<file path="src/hdl/tcc_pkg.sv">
// ---------------------------------------------------------------------------
// tcc_pkg
// Types, codes and helper functions shared by the TCP connection controller.
// ---------------------------------------------------------------------------
`default_nettype none

package tcc_pkg;

	localparam int unsigned RX_CAPACITY = 4096;
	localparam int unsigned MAX_SEGMENT = 1460;

	localparam logic [15:0] RETRANSMIT_RESET = 16'd1000;
	localparam logic [15:0] TIME_WAIT_RESET  = 16'd1000;
	localparam logic [3:0]  MAX_RETRY_RESET  = 4'd3;

	// Bit positions in the TCP flag byte.
	localparam int unsigned FL_FIN_BIT = 0;
	localparam int unsigned FL_SYN_BIT = 1;
	localparam int unsigned FL_RST_BIT = 2;
	localparam int unsigned FL_ACK_BIT = 4;
	localparam logic [7:0] FL_SYN    = 8'h02;
	localparam logic [7:0] FL_ACK    = 8'h10;
	localparam logic [7:0] FL_FINACK = 8'h11;

	typedef enum logic [2:0] {
		ACT_SEGMENT = 3'd0,
		ACT_TICK    = 3'd1,
		ACT_CONNECT = 3'd2,
		ACT_SEND    = 3'd3,
		ACT_CLOSE   = 3'd4,
		ACT_READ    = 3'd5,
		ACT_ABORT   = 3'd6,
		ACT_UNKNOWN = 3'd7
	} action_t;

	typedef enum logic [2:0] {
		ST_CLOSED      = 3'd0,
		ST_SYN_SENT    = 3'd1,
		ST_ESTABLISHED = 3'd2,
		ST_FIN_WAIT1   = 3'd3,
		ST_FIN_WAIT2   = 3'd4,
		ST_CLOSE_WAIT  = 3'd5,
		ST_LAST_ACK    = 3'd6,
		ST_TIME_WAIT   = 3'd7
	} conn_state_t;

	typedef enum logic [2:0] {
		STS_OK      = 3'd0,
		STS_RESET   = 3'd1,
		STS_TIMEOUT = 3'd2,
		STS_FULL    = 3'd3,
		STS_BUSY    = 3'd4,
		STS_INVALID = 3'd5
	} status_t;

	typedef enum logic [1:0] {
		KIND_STATUS   = 2'd0,
		KIND_TRANSMIT = 2'd1,
		KIND_STORE    = 2'd2
	} kind_t;

	localparam logic [1:0] CFG_RETRANSMIT = 2'd0;
	localparam logic [1:0] CFG_TIME_WAIT  = 2'd1;
	localparam logic [1:0] CFG_MAX_RETRY  = 2'd2;

	typedef enum logic [2:0] {
		C_IDLE,
		C_ACK,
		C_MAIN,
		C_OUT0,
		C_OUT1
	} ctrl_state_t;

	typedef struct packed {
		logic [2:0]  action;
		logic [7:0]  seg_flags;
		logic [31:0] seg_sequence;
		logic [31:0] seg_ack;
		logic [15:0] seg_window;
		logic [10:0] seg_length;
		logic [31:0] initial_sequence;
		logic [12:0] read_capacity;
	} item_t;

	typedef struct packed {
		logic [1:0]  kind;
		logic [31:0] out_sequence;
		logic [31:0] tx_ack;
		logic [7:0]  out_flags;
		logic [10:0] out_length;
		logic [11:0] rx_write_offset;
		logic [12:0] rx_available;
		logic [12:0] read_taken;
		logic [10:0] tx_trim;
		logic [2:0]  conn_state;
		logic [2:0]  status;
		logic        last;
	} result_t;

	// One transmit order held for output.
	typedef struct packed {
		logic [1:0]  kind;
		logic [31:0] seq;
		logic [31:0] ack;
		logic [7:0]  flags;
		logic [10:0] len;
	} order_t;

	// Controller to datapath.
	typedef struct packed {
		logic load;
		logic ack_en;
		logic main_en;
		logic sel;
	} dp_cmd_t;

	// Datapath to controller.
	typedef struct packed {
		logic two;
	} dp_stat_t;

	// True when sequence number a lies before b in modular order.
	function automatic logic seq_before(input logic [31:0] a, input logic [31:0] b);
		logic [31:0] d;
		d = a - b;
		return d[31];
	endfunction

	// Sequence space taken by a segment.
	function automatic logic [11:0] seq_space(input logic [7:0] flags,
			input logic [10:0] len);
		return {1'b0, len} + {11'd0, flags[FL_SYN_BIT]} + {11'd0, flags[FL_FIN_BIT]};
	endfunction

endpackage

`default_nettype wire

</file>
<file path="src/hdl/tcc_if.sv">
// ---------------------------------------------------------------------------
// tcc_if
// Channel interfaces of the TCP connection controller: items in, results
// out and register writes.
// ---------------------------------------------------------------------------
`default_nettype none

interface tcc_item_if;
	logic        valid;
	logic        ready;
	logic [2:0]  action;
	logic [7:0]  seg_flags;
	logic [31:0] seg_sequence;
	logic [31:0] seg_ack;
	logic [15:0] seg_window;
	logic [10:0] seg_length;
	logic [31:0] initial_sequence;
	logic [12:0] read_capacity;

	modport source (output valid, action, seg_flags, seg_sequence, seg_ack, seg_window,
		seg_length, initial_sequence, read_capacity, input ready);
	modport sink (input valid, action, seg_flags, seg_sequence, seg_ack, seg_window,
		seg_length, initial_sequence, read_capacity, output ready);
endinterface

interface tcc_result_if;
	logic        valid;
	logic        ready;
	logic [1:0]  kind;
	logic [31:0] out_sequence;
	logic [31:0] tx_ack;
	logic [7:0]  out_flags;
	logic [10:0] out_length;
	logic [11:0] rx_write_offset;
	logic [12:0] rx_available;
	logic [12:0] read_taken;
	logic [10:0] tx_trim;
	logic [2:0]  conn_state;
	logic [2:0]  status;
	logic        last;

	modport source (output valid, kind, out_sequence, tx_ack, out_flags, out_length,
		rx_write_offset, rx_available, read_taken, tx_trim, conn_state, status, last,
		input ready);
	modport sink (input valid, kind, out_sequence, tx_ack, out_flags, out_length,
		rx_write_offset, rx_available, read_taken, tx_trim, conn_state, status, last,
		output ready);
endinterface

interface tcc_cfg_if;
	logic        valid;
	logic        ready;
	logic [1:0]  index;
	logic [15:0] data;

	modport source (output valid, index, data, input ready);
	modport sink (input valid, index, data, output ready);
endinterface

`default_nettype wire

</file>
<file path="src/hdl/tcc_datapath.sv">
// ---------------------------------------------------------------------------
// tcc_datapath
// Connection state, sequence arithmetic, timers and the result registers.
// ---------------------------------------------------------------------------
`default_nettype none

module tcc_datapath (
	input  wire logic            clk,
	input  wire logic            arst_n,
	input  wire tcc_pkg::dp_cmd_t cmd,
	output tcc_pkg::dp_stat_t    stat,
	input  wire tcc_pkg::item_t  item,
	input  wire logic            cfg_we,
	input  wire logic [1:0]      cfg_index,
	input  wire logic [15:0]     cfg_data,
	output tcc_pkg::result_t     result
);

	// Registers and connection state.
	logic [15:0] rtx_ticks_q, tw_ticks_q, rto_q, twc_q, pwin_q;
	logic [3:0]  max_retry_q, retry_q;
	logic [2:0]  st_q, sts_q, code_q;
	logic        active_q, outst_q, pfin_q, ackp_q, answer_q, two_q;
	logic [31:0] una_q, nxt_q, rcv_q, pseq_q;
	logic [7:0]  pflg_q;
	logic [10:0] plen_q, trim_q;
	logic [12:0] rxc_q, taken_q;
	logic [11:0] offset_q;
	tcc_pkg::item_t  it_q;
	tcc_pkg::order_t r0_q, r1_q;

	// Acknowledge processing terms.
	logic        a_rst, a_synack, a_go, pa_bad, pa_full, pa_part, pa_outst;
	logic [31:0] pa_end, pa_done;
	// Main phase terms.
	logic [12:0] rx_free, rd_take;
	logic        b_fit, tw_exp, rto_exp, rt_fail;
	logic [10:0] ch1, ch2;

	assign a_rst    = it_q.seg_flags[tcc_pkg::FL_RST_BIT];
	assign a_synack = it_q.seg_flags[tcc_pkg::FL_SYN_BIT] &&
		it_q.seg_flags[tcc_pkg::FL_ACK_BIT] && (it_q.seg_ack == nxt_q);
	assign a_go = (st_q == tcc_pkg::ST_SYN_SENT) ? a_synack :
		it_q.seg_flags[tcc_pkg::FL_ACK_BIT];
	assign pa_bad = tcc_pkg::seq_before(it_q.seg_ack, una_q) ||
		tcc_pkg::seq_before(nxt_q, it_q.seg_ack) || (it_q.seg_ack == una_q);
	assign pa_end  = pseq_q + {20'd0, tcc_pkg::seq_space(pflg_q, plen_q)};
	assign pa_full = !tcc_pkg::seq_before(it_q.seg_ack, pa_end);
	assign pa_done = it_q.seg_ack - pseq_q;
	assign pa_part = !pflg_q[tcc_pkg::FL_SYN_BIT] && !pflg_q[tcc_pkg::FL_FIN_BIT] &&
		!tcc_pkg::seq_before(it_q.seg_ack, pseq_q) && (pa_done <= {21'd0, plen_q});
	assign pa_outst = outst_q && !pa_full;

	assign rx_free = 13'(tcc_pkg::RX_CAPACITY) - rxc_q;
	assign b_fit   = {2'd0, it_q.seg_length} <= rx_free;
	assign rd_take = (rxc_q < it_q.read_capacity) ? rxc_q : it_q.read_capacity;
	assign tw_exp  = (st_q == tcc_pkg::ST_TIME_WAIT) && (twc_q <= 16'd1);
	assign rto_exp = rto_q <= 16'd1;
	assign rt_fail = retry_q >= max_retry_q;
	assign ch1 = (it_q.seg_length > 11'(tcc_pkg::MAX_SEGMENT)) ?
		11'(tcc_pkg::MAX_SEGMENT) : it_q.seg_length;
	assign ch2 = ({5'd0, ch1} > pwin_q) ? pwin_q[10:0] : ch1;

	// Configuration registers.
	always_ff @(posedge clk or negedge arst_n) begin
		if (!arst_n) begin
			rtx_ticks_q <= tcc_pkg::RETRANSMIT_RESET;
			tw_ticks_q  <= tcc_pkg::TIME_WAIT_RESET;
			max_retry_q <= tcc_pkg::MAX_RETRY_RESET;
		end else if (cfg_we) begin
			case (cfg_index)
				tcc_pkg::CFG_RETRANSMIT: rtx_ticks_q <= cfg_data;
				tcc_pkg::CFG_TIME_WAIT:  tw_ticks_q  <= cfg_data;
				tcc_pkg::CFG_MAX_RETRY:  max_retry_q <= cfg_data[3:0];
				default: ;
			endcase
		end
	end

	// Item capture, acknowledge phase and main phase.
	always_ff @(posedge clk or negedge arst_n) begin
		if (!arst_n) begin
			st_q <= tcc_pkg::ST_CLOSED; sts_q <= tcc_pkg::STS_OK; active_q <= 1'b0;
			una_q <= '0; nxt_q <= '0; rcv_q <= '0; pwin_q <= '0; rxc_q <= '0;
			pseq_q <= '0; pflg_q <= '0; plen_q <= '0; outst_q <= 1'b0;
			retry_q <= '0; rto_q <= '0; twc_q <= '0; pfin_q <= 1'b0; ackp_q <= 1'b0;
			trim_q <= '0; taken_q <= '0; offset_q <= '0; answer_q <= 1'b0;
			code_q <= tcc_pkg::STS_OK; two_q <= 1'b0; r0_q <= '0; r1_q <= '0;
			it_q <= '0;
		end else if (cmd.load) begin
			it_q   <= item;
			trim_q <= '0;
		end else if (cmd.ack_en) begin
			if (it_q.action == tcc_pkg::ACT_SEGMENT && active_q) begin
				pwin_q <= it_q.seg_window;
				if (a_rst) begin
					sts_q <= tcc_pkg::STS_RESET; st_q <= tcc_pkg::ST_CLOSED;
					outst_q <= 1'b0; active_q <= 1'b0;
				end else if (a_go && !pa_bad) begin
					una_q <= it_q.seg_ack;
					if (outst_q) begin
						if (pa_full) begin
							trim_q <= plen_q; outst_q <= 1'b0; retry_q <= '0;
						end else if (pa_part) begin
							trim_q <= pa_done[10:0];
							plen_q <= plen_q - pa_done[10:0];
							pseq_q <= it_q.seg_ack;
							rto_q  <= rtx_ticks_q;
						end
					end
					if (st_q == tcc_pkg::ST_FIN_WAIT1 && !pa_outst) begin
						if (pfin_q) begin
							st_q <= tcc_pkg::ST_TIME_WAIT; twc_q <= tw_ticks_q;
						end else begin
							st_q <= tcc_pkg::ST_FIN_WAIT2;
						end
					end else if (st_q == tcc_pkg::ST_LAST_ACK && !pa_outst) begin
						st_q <= tcc_pkg::ST_CLOSED; active_q <= 1'b0;
					end
				end
			end
		end else if (cmd.main_en) begin
			answer_q <= 1'b0; code_q <= tcc_pkg::STS_OK; two_q <= 1'b0;
			offset_q <= '0; taken_q <= '0; r0_q <= '0;
			case (it_q.action)
				tcc_pkg::ACT_SEGMENT: begin
					if (active_q && !a_rst) begin
						if (st_q == tcc_pkg::ST_SYN_SENT) begin
							if (a_synack) begin
								rcv_q <= it_q.seg_sequence + 32'd1;
								st_q <= tcc_pkg::ST_ESTABLISHED;
								ackp_q <= 1'b1;
							end
						end else if (st_q != tcc_pkg::ST_CLOSED &&
								(it_q.seg_length != '0 ||
								it_q.seg_flags[tcc_pkg::FL_FIN_BIT])) begin
							if (it_q.seg_sequence != rcv_q) begin
								ackp_q <= 1'b1;
							end else if (!b_fit) begin
								sts_q <= tcc_pkg::STS_FULL; ackp_q <= 1'b1;
							end else begin
								if (it_q.seg_length != '0) begin
									offset_q <= rxc_q[11:0];
									r0_q.kind <= tcc_pkg::KIND_STORE;
									ackp_q <= 1'b1;
								end
								rxc_q <= rxc_q + {2'd0, it_q.seg_length};
								rcv_q <= rcv_q + {21'd0, it_q.seg_length} +
									{31'd0, it_q.seg_flags[tcc_pkg::FL_FIN_BIT]};
								if (it_q.seg_flags[tcc_pkg::FL_FIN_BIT]) begin
									pfin_q <= 1'b1; ackp_q <= 1'b1;
									if (st_q == tcc_pkg::ST_ESTABLISHED) begin
										st_q <= tcc_pkg::ST_CLOSE_WAIT;
									end else if (st_q == tcc_pkg::ST_FIN_WAIT2) begin
										st_q <= tcc_pkg::ST_TIME_WAIT;
										twc_q <= tw_ticks_q;
									end
								end
							end
						end
					end
				end
				tcc_pkg::ACT_TICK: begin
					if (ackp_q) begin
						r0_q <= '{tcc_pkg::KIND_TRANSMIT, nxt_q, rcv_q, tcc_pkg::FL_ACK,
							11'd0};
						ackp_q <= 1'b0;
					end
					if (tw_exp) begin
						twc_q <= '0; st_q <= tcc_pkg::ST_CLOSED; active_q <= 1'b0;
					end else begin
						if (st_q == tcc_pkg::ST_TIME_WAIT) begin
							twc_q <= twc_q - 16'd1;
						end
						if (outst_q) begin
							if (rto_exp) begin
								if (rt_fail) begin
									sts_q <= tcc_pkg::STS_TIMEOUT;
									st_q <= tcc_pkg::ST_CLOSED;
									outst_q <= 1'b0; active_q <= 1'b0;
								end else begin
									if (ackp_q) begin
										r1_q <= '{tcc_pkg::KIND_TRANSMIT, pseq_q, rcv_q,
											pflg_q, plen_q};
										two_q <= 1'b1;
									end else begin
										r0_q <= '{tcc_pkg::KIND_TRANSMIT, pseq_q, rcv_q,
											pflg_q, plen_q};
									end
									retry_q <= retry_q + 4'd1;
									rto_q <= rtx_ticks_q;
								end
							end else begin
								rto_q <= rto_q - 16'd1;
							end
						end
					end
				end
				tcc_pkg::ACT_CONNECT: begin
					answer_q <= 1'b1;
					if (active_q) begin
						code_q <= tcc_pkg::STS_BUSY;
					end else begin
						sts_q <= tcc_pkg::STS_OK; active_q <= 1'b1;
						una_q <= it_q.initial_sequence;
						nxt_q <= it_q.initial_sequence + 32'd1;
						rcv_q <= '0; pwin_q <= '0; rxc_q <= '0;
						pseq_q <= it_q.initial_sequence; pflg_q <= tcc_pkg::FL_SYN;
						plen_q <= '0; outst_q <= 1'b1; retry_q <= '0;
						rto_q <= rtx_ticks_q; twc_q <= '0; pfin_q <= 1'b0;
						ackp_q <= 1'b0; st_q <= tcc_pkg::ST_SYN_SENT;
						r0_q <= '{tcc_pkg::KIND_TRANSMIT, it_q.initial_sequence, 32'd0,
							tcc_pkg::FL_SYN, 11'd0};
					end
				end
				tcc_pkg::ACT_SEND: begin
					answer_q <= 1'b1;
					if (st_q != tcc_pkg::ST_ESTABLISHED) begin
						code_q <= tcc_pkg::STS_INVALID;
					end else if (it_q.seg_length == '0) begin
						code_q <= tcc_pkg::STS_OK;
					end else if (pwin_q == '0) begin
						code_q <= tcc_pkg::STS_TIMEOUT;
					end else if (outst_q) begin
						code_q <= tcc_pkg::STS_INVALID;
					end else begin
						pseq_q <= nxt_q; pflg_q <= it_q.seg_flags; plen_q <= ch2;
						outst_q <= 1'b1; retry_q <= '0; rto_q <= rtx_ticks_q;
						nxt_q <= nxt_q + {20'd0, tcc_pkg::seq_space(it_q.seg_flags, ch2)};
						r0_q <= '{tcc_pkg::KIND_TRANSMIT, nxt_q, rcv_q, it_q.seg_flags,
							ch2};
					end
				end
				tcc_pkg::ACT_CLOSE: begin
					answer_q <= 1'b1;
					if (st_q == tcc_pkg::ST_ESTABLISHED || st_q == tcc_pkg::ST_CLOSE_WAIT) begin
						if (outst_q) begin
							code_q <= tcc_pkg::STS_BUSY;
						end else begin
							st_q <= (st_q == tcc_pkg::ST_ESTABLISHED) ?
								tcc_pkg::ST_FIN_WAIT1 : tcc_pkg::ST_LAST_ACK;
							pseq_q <= nxt_q; pflg_q <= tcc_pkg::FL_FINACK; plen_q <= '0;
							outst_q <= 1'b1; retry_q <= '0; rto_q <= rtx_ticks_q;
							nxt_q <= nxt_q + 32'd1;
							r0_q <= '{tcc_pkg::KIND_TRANSMIT, nxt_q, rcv_q,
								tcc_pkg::FL_FINACK, 11'd0};
						end
					end else if (st_q == tcc_pkg::ST_CLOSED) begin
						active_q <= 1'b0; code_q <= sts_q;
					end else if (st_q == tcc_pkg::ST_SYN_SENT) begin
						code_q <= tcc_pkg::STS_INVALID;
					end
				end
				tcc_pkg::ACT_READ: begin
					taken_q <= rd_take;
					rxc_q <= rxc_q - rd_take;
				end
				tcc_pkg::ACT_ABORT: begin
					st_q <= tcc_pkg::ST_CLOSED; sts_q <= tcc_pkg::STS_OK; active_q <= 1'b0;
					una_q <= '0; nxt_q <= '0; rcv_q <= '0; pwin_q <= '0; rxc_q <= '0;
					pseq_q <= '0; pflg_q <= '0; plen_q <= '0; outst_q <= 1'b0;
					retry_q <= '0; rto_q <= '0; twc_q <= '0; pfin_q <= 1'b0;
					ackp_q <= 1'b0;
				end
				default: begin
					answer_q <= 1'b1; code_q <= tcc_pkg::STS_INVALID;
				end
			endcase
		end
	end

	// Result assembly from the held orders and the state after the step.
	tcc_pkg::order_t ord;
	assign ord = cmd.sel ? r1_q : r0_q;
	assign stat.two = two_q;

	always_comb begin
		result.kind            = ord.kind;
		result.out_sequence    = ord.seq;
		result.tx_ack          = ord.ack;
		result.out_flags       = ord.flags;
		result.out_length      = ord.len;
		result.rx_write_offset = offset_q;
		result.rx_available    = rxc_q;
		result.read_taken      = taken_q;
		result.tx_trim         = trim_q;
		result.conn_state      = st_q;
		result.status          = answer_q ? code_q : sts_q;
		result.last            = cmd.sel || !two_q;
	end

endmodule

`default_nettype wire

</file>
<file path="src/hdl/tcc_ctrl.sv">
// ---------------------------------------------------------------------------
// tcc_ctrl
// Sequencer: takes one item, steps the datapath through its two phases and
// hands out one or two results.
// ---------------------------------------------------------------------------
`default_nettype none

module tcc_ctrl (
	input  wire logic              clk,
	input  wire logic              arst_n,
	input  wire logic              in_valid,
	output logic                   in_ready,
	output logic                   out_valid,
	input  wire logic              out_ready,
	output tcc_pkg::dp_cmd_t       cmd,
	input  wire tcc_pkg::dp_stat_t stat
);

	tcc_pkg::ctrl_state_t state_q, state_d;

	// Next state.
	always_comb begin
		state_d = state_q;
		case (state_q)
			tcc_pkg::C_IDLE: if (in_valid) state_d = tcc_pkg::C_ACK;
			tcc_pkg::C_ACK:  state_d = tcc_pkg::C_MAIN;
			tcc_pkg::C_MAIN: state_d = tcc_pkg::C_OUT0;
			tcc_pkg::C_OUT0: begin
				if (out_ready) state_d = stat.two ? tcc_pkg::C_OUT1 : tcc_pkg::C_IDLE;
			end
			tcc_pkg::C_OUT1: if (out_ready) state_d = tcc_pkg::C_IDLE;
			default: state_d = tcc_pkg::C_IDLE;
		endcase
	end

	// Outputs.
	always_comb begin
		in_ready    = 1'b0;
		out_valid   = 1'b0;
		cmd         = '0;
		case (state_q)
			tcc_pkg::C_IDLE: begin
				in_ready = 1'b1;
				cmd.load = in_valid;
			end
			tcc_pkg::C_ACK:  cmd.ack_en = 1'b1;
			tcc_pkg::C_MAIN: cmd.main_en = 1'b1;
			tcc_pkg::C_OUT0: out_valid = 1'b1;
			tcc_pkg::C_OUT1: begin
				out_valid = 1'b1;
				cmd.sel   = 1'b1;
			end
			default: ;
		endcase
	end

	always_ff @(posedge clk or negedge arst_n) begin
		if (!arst_n) begin
			state_q <= tcc_pkg::C_IDLE;
		end else begin
			state_q <= state_d;
		end
	end

	// An item is never taken while a result is on offer.
	a_no_overlap: assert property (@(posedge clk) disable iff (!arst_n)
		out_valid |-> !in_ready) else $error("input ready while result pending");

	// An accepted item starts the acknowledge phase next cycle.
	a_accept_flow: assert property (@(posedge clk) disable iff (!arst_n)
		(in_valid && in_ready) |=> state_q == tcc_pkg::C_ACK)
		else $error("accepted item did not start processing");

	// The second result only follows the first.
	a_second: assert property (@(posedge clk) disable iff (!arst_n)
		$rose(state_q == tcc_pkg::C_OUT1) |-> ($past(state_q) == tcc_pkg::C_OUT0 &&
		$past(stat.two))) else $error("second result without a first");

endmodule

`default_nettype wire

</file>
<file path="src/hdl/tcp_connection_controller.sv">
// ---------------------------------------------------------------------------
// tcp_connection_controller
// Control engine for one TCP connection with a single outstanding segment.
// ---------------------------------------------------------------------------
//  Channel   Direction  Handshake      Payload
//  item_in   in         valid/ready    action, segment fields, commands
//  result_o  out        valid/ready    transmit order, offsets, state, status
//  cfg       in         valid/ready    register index, 16-bit data
//
//  An item is processed in capture, acknowledge phase and main phase, and
//  then gives one result per cycle while the sink is ready; only a tick
//  can give two results.
//  The sequencer holds one item at a time; input ready is low from capture
//  until the last result is taken. A stalled result holds.
//  Reset restores the register defaults and a closed connection.
// ---------------------------------------------------------------------------
`default_nettype none

module tcp_connection_controller (
	input wire logic   clk,
	input wire logic   arst_n,
	tcc_item_if.sink   item_in,
	tcc_result_if.source result_o,
	tcc_cfg_if.sink    cfg
);

	tcc_pkg::dp_cmd_t  cmd;
	tcc_pkg::dp_stat_t stat;
	tcc_pkg::item_t    item;
	tcc_pkg::result_t  res;

	assign item.action           = item_in.action;
	assign item.seg_flags        = item_in.seg_flags;
	assign item.seg_sequence     = item_in.seg_sequence;
	assign item.seg_ack          = item_in.seg_ack;
	assign item.seg_window       = item_in.seg_window;
	assign item.seg_length       = item_in.seg_length;
	assign item.initial_sequence = item_in.initial_sequence;
	assign item.read_capacity    = item_in.read_capacity;

	// Register writes are always taken.
	assign cfg.ready = 1'b1;

	tcc_ctrl u_ctrl (
		.clk       (clk),
		.arst_n    (arst_n),
		.in_valid  (item_in.valid),
		.in_ready  (item_in.ready),
		.out_valid (result_o.valid),
		.out_ready (result_o.ready),
		.cmd       (cmd),
		.stat      (stat)
	);

	tcc_datapath u_dp (
		.clk       (clk),
		.arst_n    (arst_n),
		.cmd       (cmd),
		.stat      (stat),
		.item      (item),
		.cfg_we    (cfg.valid),
		.cfg_index (cfg.index),
		.cfg_data  (cfg.data),
		.result    (res)
	);

	assign result_o.kind            = res.kind;
	assign result_o.out_sequence    = res.out_sequence;
	assign result_o.tx_ack          = res.tx_ack;
	assign result_o.out_flags       = res.out_flags;
	assign result_o.out_length      = res.out_length;
	assign result_o.rx_write_offset = res.rx_write_offset;
	assign result_o.rx_available    = res.rx_available;
	assign result_o.read_taken      = res.read_taken;
	assign result_o.tx_trim         = res.tx_trim;
	assign result_o.conn_state      = res.conn_state;
	assign result_o.status          = res.status;
	assign result_o.last            = res.last;

endmodule

`default_nettype wire

</file>
<file path="src/flat_wrapper.sv">
// flat-port wrapper written by rule: the top's interface ports become plain ports
module tcp_connection_controller_flat 
  (clk, arst_n, item_in_valid, item_in_action, item_in_seg_flags, item_in_seg_sequence, item_in_seg_ack, item_in_seg_window, item_in_seg_length, item_in_initial_sequence, item_in_read_capacity, item_in_ready, result_o_valid, result_o_kind, result_o_out_sequence, result_o_tx_ack, result_o_out_flags, result_o_out_length, result_o_rx_write_offset, result_o_rx_available, result_o_read_taken, result_o_tx_trim, result_o_conn_state, result_o_status, result_o_last, result_o_ready, cfg_valid, cfg_index, cfg_data, cfg_ready);
  tcc_item_if item_in_i ();
  tcc_result_if result_o_i ();
  tcc_cfg_if cfg_i ();
  input wire logic clk;
  input wire logic arst_n;
  input wire logic [$bits(item_in_i.valid)-1:0] item_in_valid;
  input wire logic [$bits(item_in_i.action)-1:0] item_in_action;
  input wire logic [$bits(item_in_i.seg_flags)-1:0] item_in_seg_flags;
  input wire logic [$bits(item_in_i.seg_sequence)-1:0] item_in_seg_sequence;
  input wire logic [$bits(item_in_i.seg_ack)-1:0] item_in_seg_ack;
  input wire logic [$bits(item_in_i.seg_window)-1:0] item_in_seg_window;
  input wire logic [$bits(item_in_i.seg_length)-1:0] item_in_seg_length;
  input wire logic [$bits(item_in_i.initial_sequence)-1:0] item_in_initial_sequence;
  input wire logic [$bits(item_in_i.read_capacity)-1:0] item_in_read_capacity;
  output wire logic [$bits(item_in_i.ready)-1:0] item_in_ready;
  output wire logic [$bits(result_o_i.valid)-1:0] result_o_valid;
  output wire logic [$bits(result_o_i.kind)-1:0] result_o_kind;
  output wire logic [$bits(result_o_i.out_sequence)-1:0] result_o_out_sequence;
  output wire logic [$bits(result_o_i.tx_ack)-1:0] result_o_tx_ack;
  output wire logic [$bits(result_o_i.out_flags)-1:0] result_o_out_flags;
  output wire logic [$bits(result_o_i.out_length)-1:0] result_o_out_length;
  output wire logic [$bits(result_o_i.rx_write_offset)-1:0] result_o_rx_write_offset;
  output wire logic [$bits(result_o_i.rx_available)-1:0] result_o_rx_available;
  output wire logic [$bits(result_o_i.read_taken)-1:0] result_o_read_taken;
  output wire logic [$bits(result_o_i.tx_trim)-1:0] result_o_tx_trim;
  output wire logic [$bits(result_o_i.conn_state)-1:0] result_o_conn_state;
  output wire logic [$bits(result_o_i.status)-1:0] result_o_status;
  output wire logic [$bits(result_o_i.last)-1:0] result_o_last;
  input wire logic [$bits(result_o_i.ready)-1:0] result_o_ready;
  input wire logic [$bits(cfg_i.valid)-1:0] cfg_valid;
  input wire logic [$bits(cfg_i.index)-1:0] cfg_index;
  input wire logic [$bits(cfg_i.data)-1:0] cfg_data;
  output wire logic [$bits(cfg_i.ready)-1:0] cfg_ready;
  assign item_in_i.valid = item_in_valid;
  assign item_in_i.action = item_in_action;
  assign item_in_i.seg_flags = item_in_seg_flags;
  assign item_in_i.seg_sequence = item_in_seg_sequence;
  assign item_in_i.seg_ack = item_in_seg_ack;
  assign item_in_i.seg_window = item_in_seg_window;
  assign item_in_i.seg_length = item_in_seg_length;
  assign item_in_i.initial_sequence = item_in_initial_sequence;
  assign item_in_i.read_capacity = item_in_read_capacity;
  assign item_in_ready = item_in_i.ready;
  assign result_o_valid = result_o_i.valid;
  assign result_o_kind = result_o_i.kind;
  assign result_o_out_sequence = result_o_i.out_sequence;
  assign result_o_tx_ack = result_o_i.tx_ack;
  assign result_o_out_flags = result_o_i.out_flags;
  assign result_o_out_length = result_o_i.out_length;
  assign result_o_rx_write_offset = result_o_i.rx_write_offset;
  assign result_o_rx_available = result_o_i.rx_available;
  assign result_o_read_taken = result_o_i.read_taken;
  assign result_o_tx_trim = result_o_i.tx_trim;
  assign result_o_conn_state = result_o_i.conn_state;
  assign result_o_status = result_o_i.status;
  assign result_o_last = result_o_i.last;
  assign result_o_i.ready = result_o_ready;
  assign cfg_i.valid = cfg_valid;
  assign cfg_i.index = cfg_index;
  assign cfg_i.data = cfg_data;
  assign cfg_ready = cfg_i.ready;
  tcp_connection_controller u_core (.clk(clk), .arst_n(arst_n), .item_in(item_in_i), .result_o(result_o_i), .cfg(cfg_i));
endmodule
</file>
<file path="config.mk">
export PLATFORM = sky130hd
export DESIGN_NAME = tcp_connection_controller_flat
export DESIGN_NICKNAME = d
export VERILOG_FILES = /design/src/hdl/tcc_pkg.sv /design/src/hdl/tcc_if.sv /design/src/hdl/tcc_datapath.sv /design/src/hdl/tcc_ctrl.sv /design/src/hdl/tcp_connection_controller.sv /design/src/flat_wrapper.sv
export SDC_FILE = /design/constraint.sdc
export NUM_CORES = 2
export LEC_CHECK = 0
export ABC_AREA = 1
export BUFFER_PORTS_ARGS = -buffer_cell sky130_fd_sc_hd__buf_2
export CAP_MARGIN = 5
export CORE_MARGIN = 2
export CORE_UTILIZATION = 40
export CTS_CLUSTER_DIAMETER = 120
export DETAILED_ROUTE_END_ITERATION = 7
export GPL_ROUTABILITY_DRIVEN = 0
export SLEW_MARGIN = 10
export SYNTH_ARGS = -nofsm -noshare
export SYNTH_HDL_FRONTEND = slang
export SYNTH_SLANG_ARGS = --single-unit
</file>
<file path="constraint.sdc">
create_clock -name clk -period 12.1 [get_ports clk]
set_input_delay 1.21 -clock clk [delete_from_list [all_inputs] [get_ports clk]]
set_output_delay 1.21 -clock clk [all_outputs]
set_load 0.1 [all_outputs]
</file>
==> results_dict.tcl <==
set metrics [dict create \
    worst-path-max-fanout 16 \
    slew_headroom_pct 22.4 \
    holdCritStartpoint "u_core.u_dp.r1_q[83]" \
    max_freq_ghz 0.155 \
    synth_top_area_share_pct 36.2 \
    multi_input_area_mm2 0.0223 \
    design_area_mm2 0.0469 \
    first_iter_violations 4591 \
    ys_seq_area_share_pct 37.1 \
    post-place-cells 7314 \
    drive_gt1_share_pct 9.68 \
    grt_pass1_vias 38100 \
    maxSlewViolCount 0 \
    grt_usage_pct 27.9 \
    syn-num-nets 6264 \
    dpl.hpwl_um 115000 \
    syn_area_per_cell_um2 7.17 \
    antenna_found_initial 8 \
    wire_per_inst_um 20.4 \
    min_path_cells 2 \
    rsz0062_at_grt "false" \
    worstPathRequired_ps 12600 \
    synth_top_area_cell "dfrtp_1" \
    synthTopCellsByArea "dfrtp_1, nand2_1, o21ai_0" \
    cp_slowest_cell "o21ai_0" \
    postCtsHoldBufs 0 \
    dieHeight_um 327 \
    syn_inst 5809 \
    clk_pin_slew_ps 60 \
    critPathMostFrequentCell "nand2_1" \
    synth_most_common_cell "nand2_1" \
    syn_area_mm2 0.0416 \
    fin_total_pwr_mw 15.7 \
    worstSkewPairLatency_ps 670 \
    fillers 10700 \
    overflow 0 \
    hold_class "register to register" \
    holdPathEnd "u_core.u_dp.r1_q[83]" \
    ctsResizeCount 0 \
    ioPinCount 314 \
    seq_area_mm2 0.0155 \
    placed_area_mm2 0.0443 \
    cts_buffers 75 \
    tns_ps 0 \
    hold_ws_ps 469 \
    reg2reg_slack_ps 5640 \
    async_reset_ff_share_pct 100 \
    layout_min_cycle_time_ps 6460 \
    synth-seq-cells 617 \
    rows 118 \
    wirelength_um 152000 \
    reg2reg_from "u_core.u_dp.it_q[45]" \
    cts_buffer_depth 3 \
    cts.sinks 617 \
    dr_total_vias 41000 \
    worstRegToRegCells 32 \
    viasPerCell 5.50 \
    start_kind "register" \
    cts_setup_buffers 0 \
    cts_tree "yes" \
    core_mm2 0.103 \
    synthFlopType "dfrtp_1" \
    finalWorstSetupSlack_ps 5640 \
    grt_max_degree 117 \
    die_area_mm2 0.107 \
    period_share_pct 53.4 \
    synth_cell_types 69 \
    drt_first_pass_iters 7 \
    synth_common_cells "nand2_1, inv_1, o21ai_0" \
    criticalPathCategory "register to register" \
    nets 6466 \
    setup-violations-final 0 \
    yosysWarnings 0 \
    grt_pass1_wl_um 232000 \
    initial_utilization_pct 40.3 \
    die_w_um 327 \
    outcome "complete, no violations" \
    clock_skew_ps 34.7 \
    syn2layout_area_growth_pct 12.6 \
    end_kind "register" \
    final_hold_viol_count 0 \
    layout.cells.non_filler 7455 \
    port_buffers 312 \
    leakagePower_nw 23.2 \
    tightest_slew_ps 1160 \
    ctsRootBufferMaster "clkbuf_16" \
    max_stage_delay_ps 680 \
    drc 0 \
    post-route-util_pct 45.4 \
    synth_edf_count 0 \
    pre_cts_ws_ps 5890 \
    arrival_ps 6960 \
    ant_nets 0 \
    r2r-end "u_core.u_dp.nxt_q[22]" \
    cts_max_level 3 \
    power_density_mw_per_mm2 335 \
    peakVddDrop_v 0.000187 \
    cap_violations 0 \
]
state kept, by name, summed over array words and instances (netlist names), 3 cells and up:
name / flops
u_core.u_dp.rxc_q: 13
u_core.u_dp.twc_q: 16
u_core.u_dp.offset_q: 12
u_core.u_dp.pwin_q: 16
u_core.u_dp.trim_q: 11
u_core.u_dp.pseq_q: 32
u_core.u_dp.retry_q: 4
u_core.u_dp.r0_q: 85
u_core.u_dp.rto_q: 16
u_core.u_dp.rcv_q: 32
u_core.u_dp.r1_q: 84
u_core.u_ctrl.state_q: 3
u_core.u_dp.it_q: 146
u_core.u_dp.pflg_q: 8
u_core.u_dp.nxt_q: 32
u_core.u_dp.st_q: 3
u_core.u_dp.code_q: 3
u_core.u_dp.una_q: 32
u_core.u_dp.taken_q: 13
u_core.u_dp.max_retry_q: 4
u_core.u_dp.plen_q: 11
u_core.u_dp.rtx_ticks_q: 16
u_core.u_dp.tw_ticks_q: 16
placed cells by master (no fill, tap or decap), types with 44 or more instances in the layout:
cell type  instances
a21oi_1          287
buf_2            311
buf_4             44
clkbuf_16         76
dfrtp_1          603
ha_1             265
inv_1            761
nand2_1         1569
nand3_1          286
nand4_1           91
nor2_1           340
nor3_1           102
o21ai_0          689
o21ai_1           52
o22ai_1           94
xor2_1            72
cell families (layout without fill, tap and decap cells):
| family | after synthesis | in the layout | share of synthesized area (%) |
|---|---|---|---|
| xor+xnor | 105 | 105 | 2.21 |
| buf+inv | 1014 | 1278 | 9.56 |
| flops | 617 | 617 | 37.1 |
| other cells | 1 | 3 | 0.00900 |
| simple gates | 2493 | 2493 | 25.1 |
| compound gates | 1294 | 1294 | 17.1 |
| fa+ha+maj | 285 | 285 | 8.92 |
report_power, final:
| group | internal (mW) | switching (mW) | total (mW) |
|---|---|---|---|
| clock | 1.42 | 0.993 | 2.41 |
| sequential | 2.73 | 0.838 | 3.57 |
| combinational | 2.85 | 6.89 | 9.74 |
final cells by class:
cell class / count / share of cell area [%]
flip-flops and latches: 617 / 33.0
well taps: 1380 / 3.68
multi-input cells: 4178 / 47.5
clock buffers: 111 / 4.74
inverters: 783 / 6.29
diodes: 2 / 0.0107
repair buffers: 356 / 4.05
clock inverters: 28 / 0.824
critical path: cells and delay by family (launching register included):
| family | cells | cell delay [ps] |
|---|---|---|
| buffers and inverters | 3 | 260 |
| and+or+nand+nor | 17 | 2560 |
| adders and majority gates | 4 | 1270 |
| DFF | 1 | 430 |
| AOI/OAI and AO/OA | 8 | 1760 |
worst max-delay path by stage:
stage,startpoint,cells after the start,slack (ps),to
2_1_floorplan,u_core.u_dp.it_q[45],36,6930,u_core.u_dp.nxt_q[10]
3_3_place_gp,u_core.u_dp.it_q[45],35,6010,u_core.u_dp.nxt_q[25]
3_5_place_dp,u_core.u_dp.it_q[45],32,5890,u_core.u_dp.nxt_q[22]
4_1_cts,u_core.u_dp.it_q[45],32,5840,u_core.u_dp.nxt_q[22]
5_1_grt,u_core.u_dp.it_q[46],31,5130,u_core.u_dp.nxt_q[22]
6_report,u_core.u_dp.it_q[45],32,5640,u_core.u_dp.nxt_q[22]
metal layers:
metal	global-route usage (%)	share of wire, %	routed length (um)
met2	40.4	42	63400
met5	0	0.022	34
met1	40.8	45	68800
met4	9.83	3.5	5330
met3	5.84	9.5	14400
Note: power is estimated with default switching activity, not from simulation.
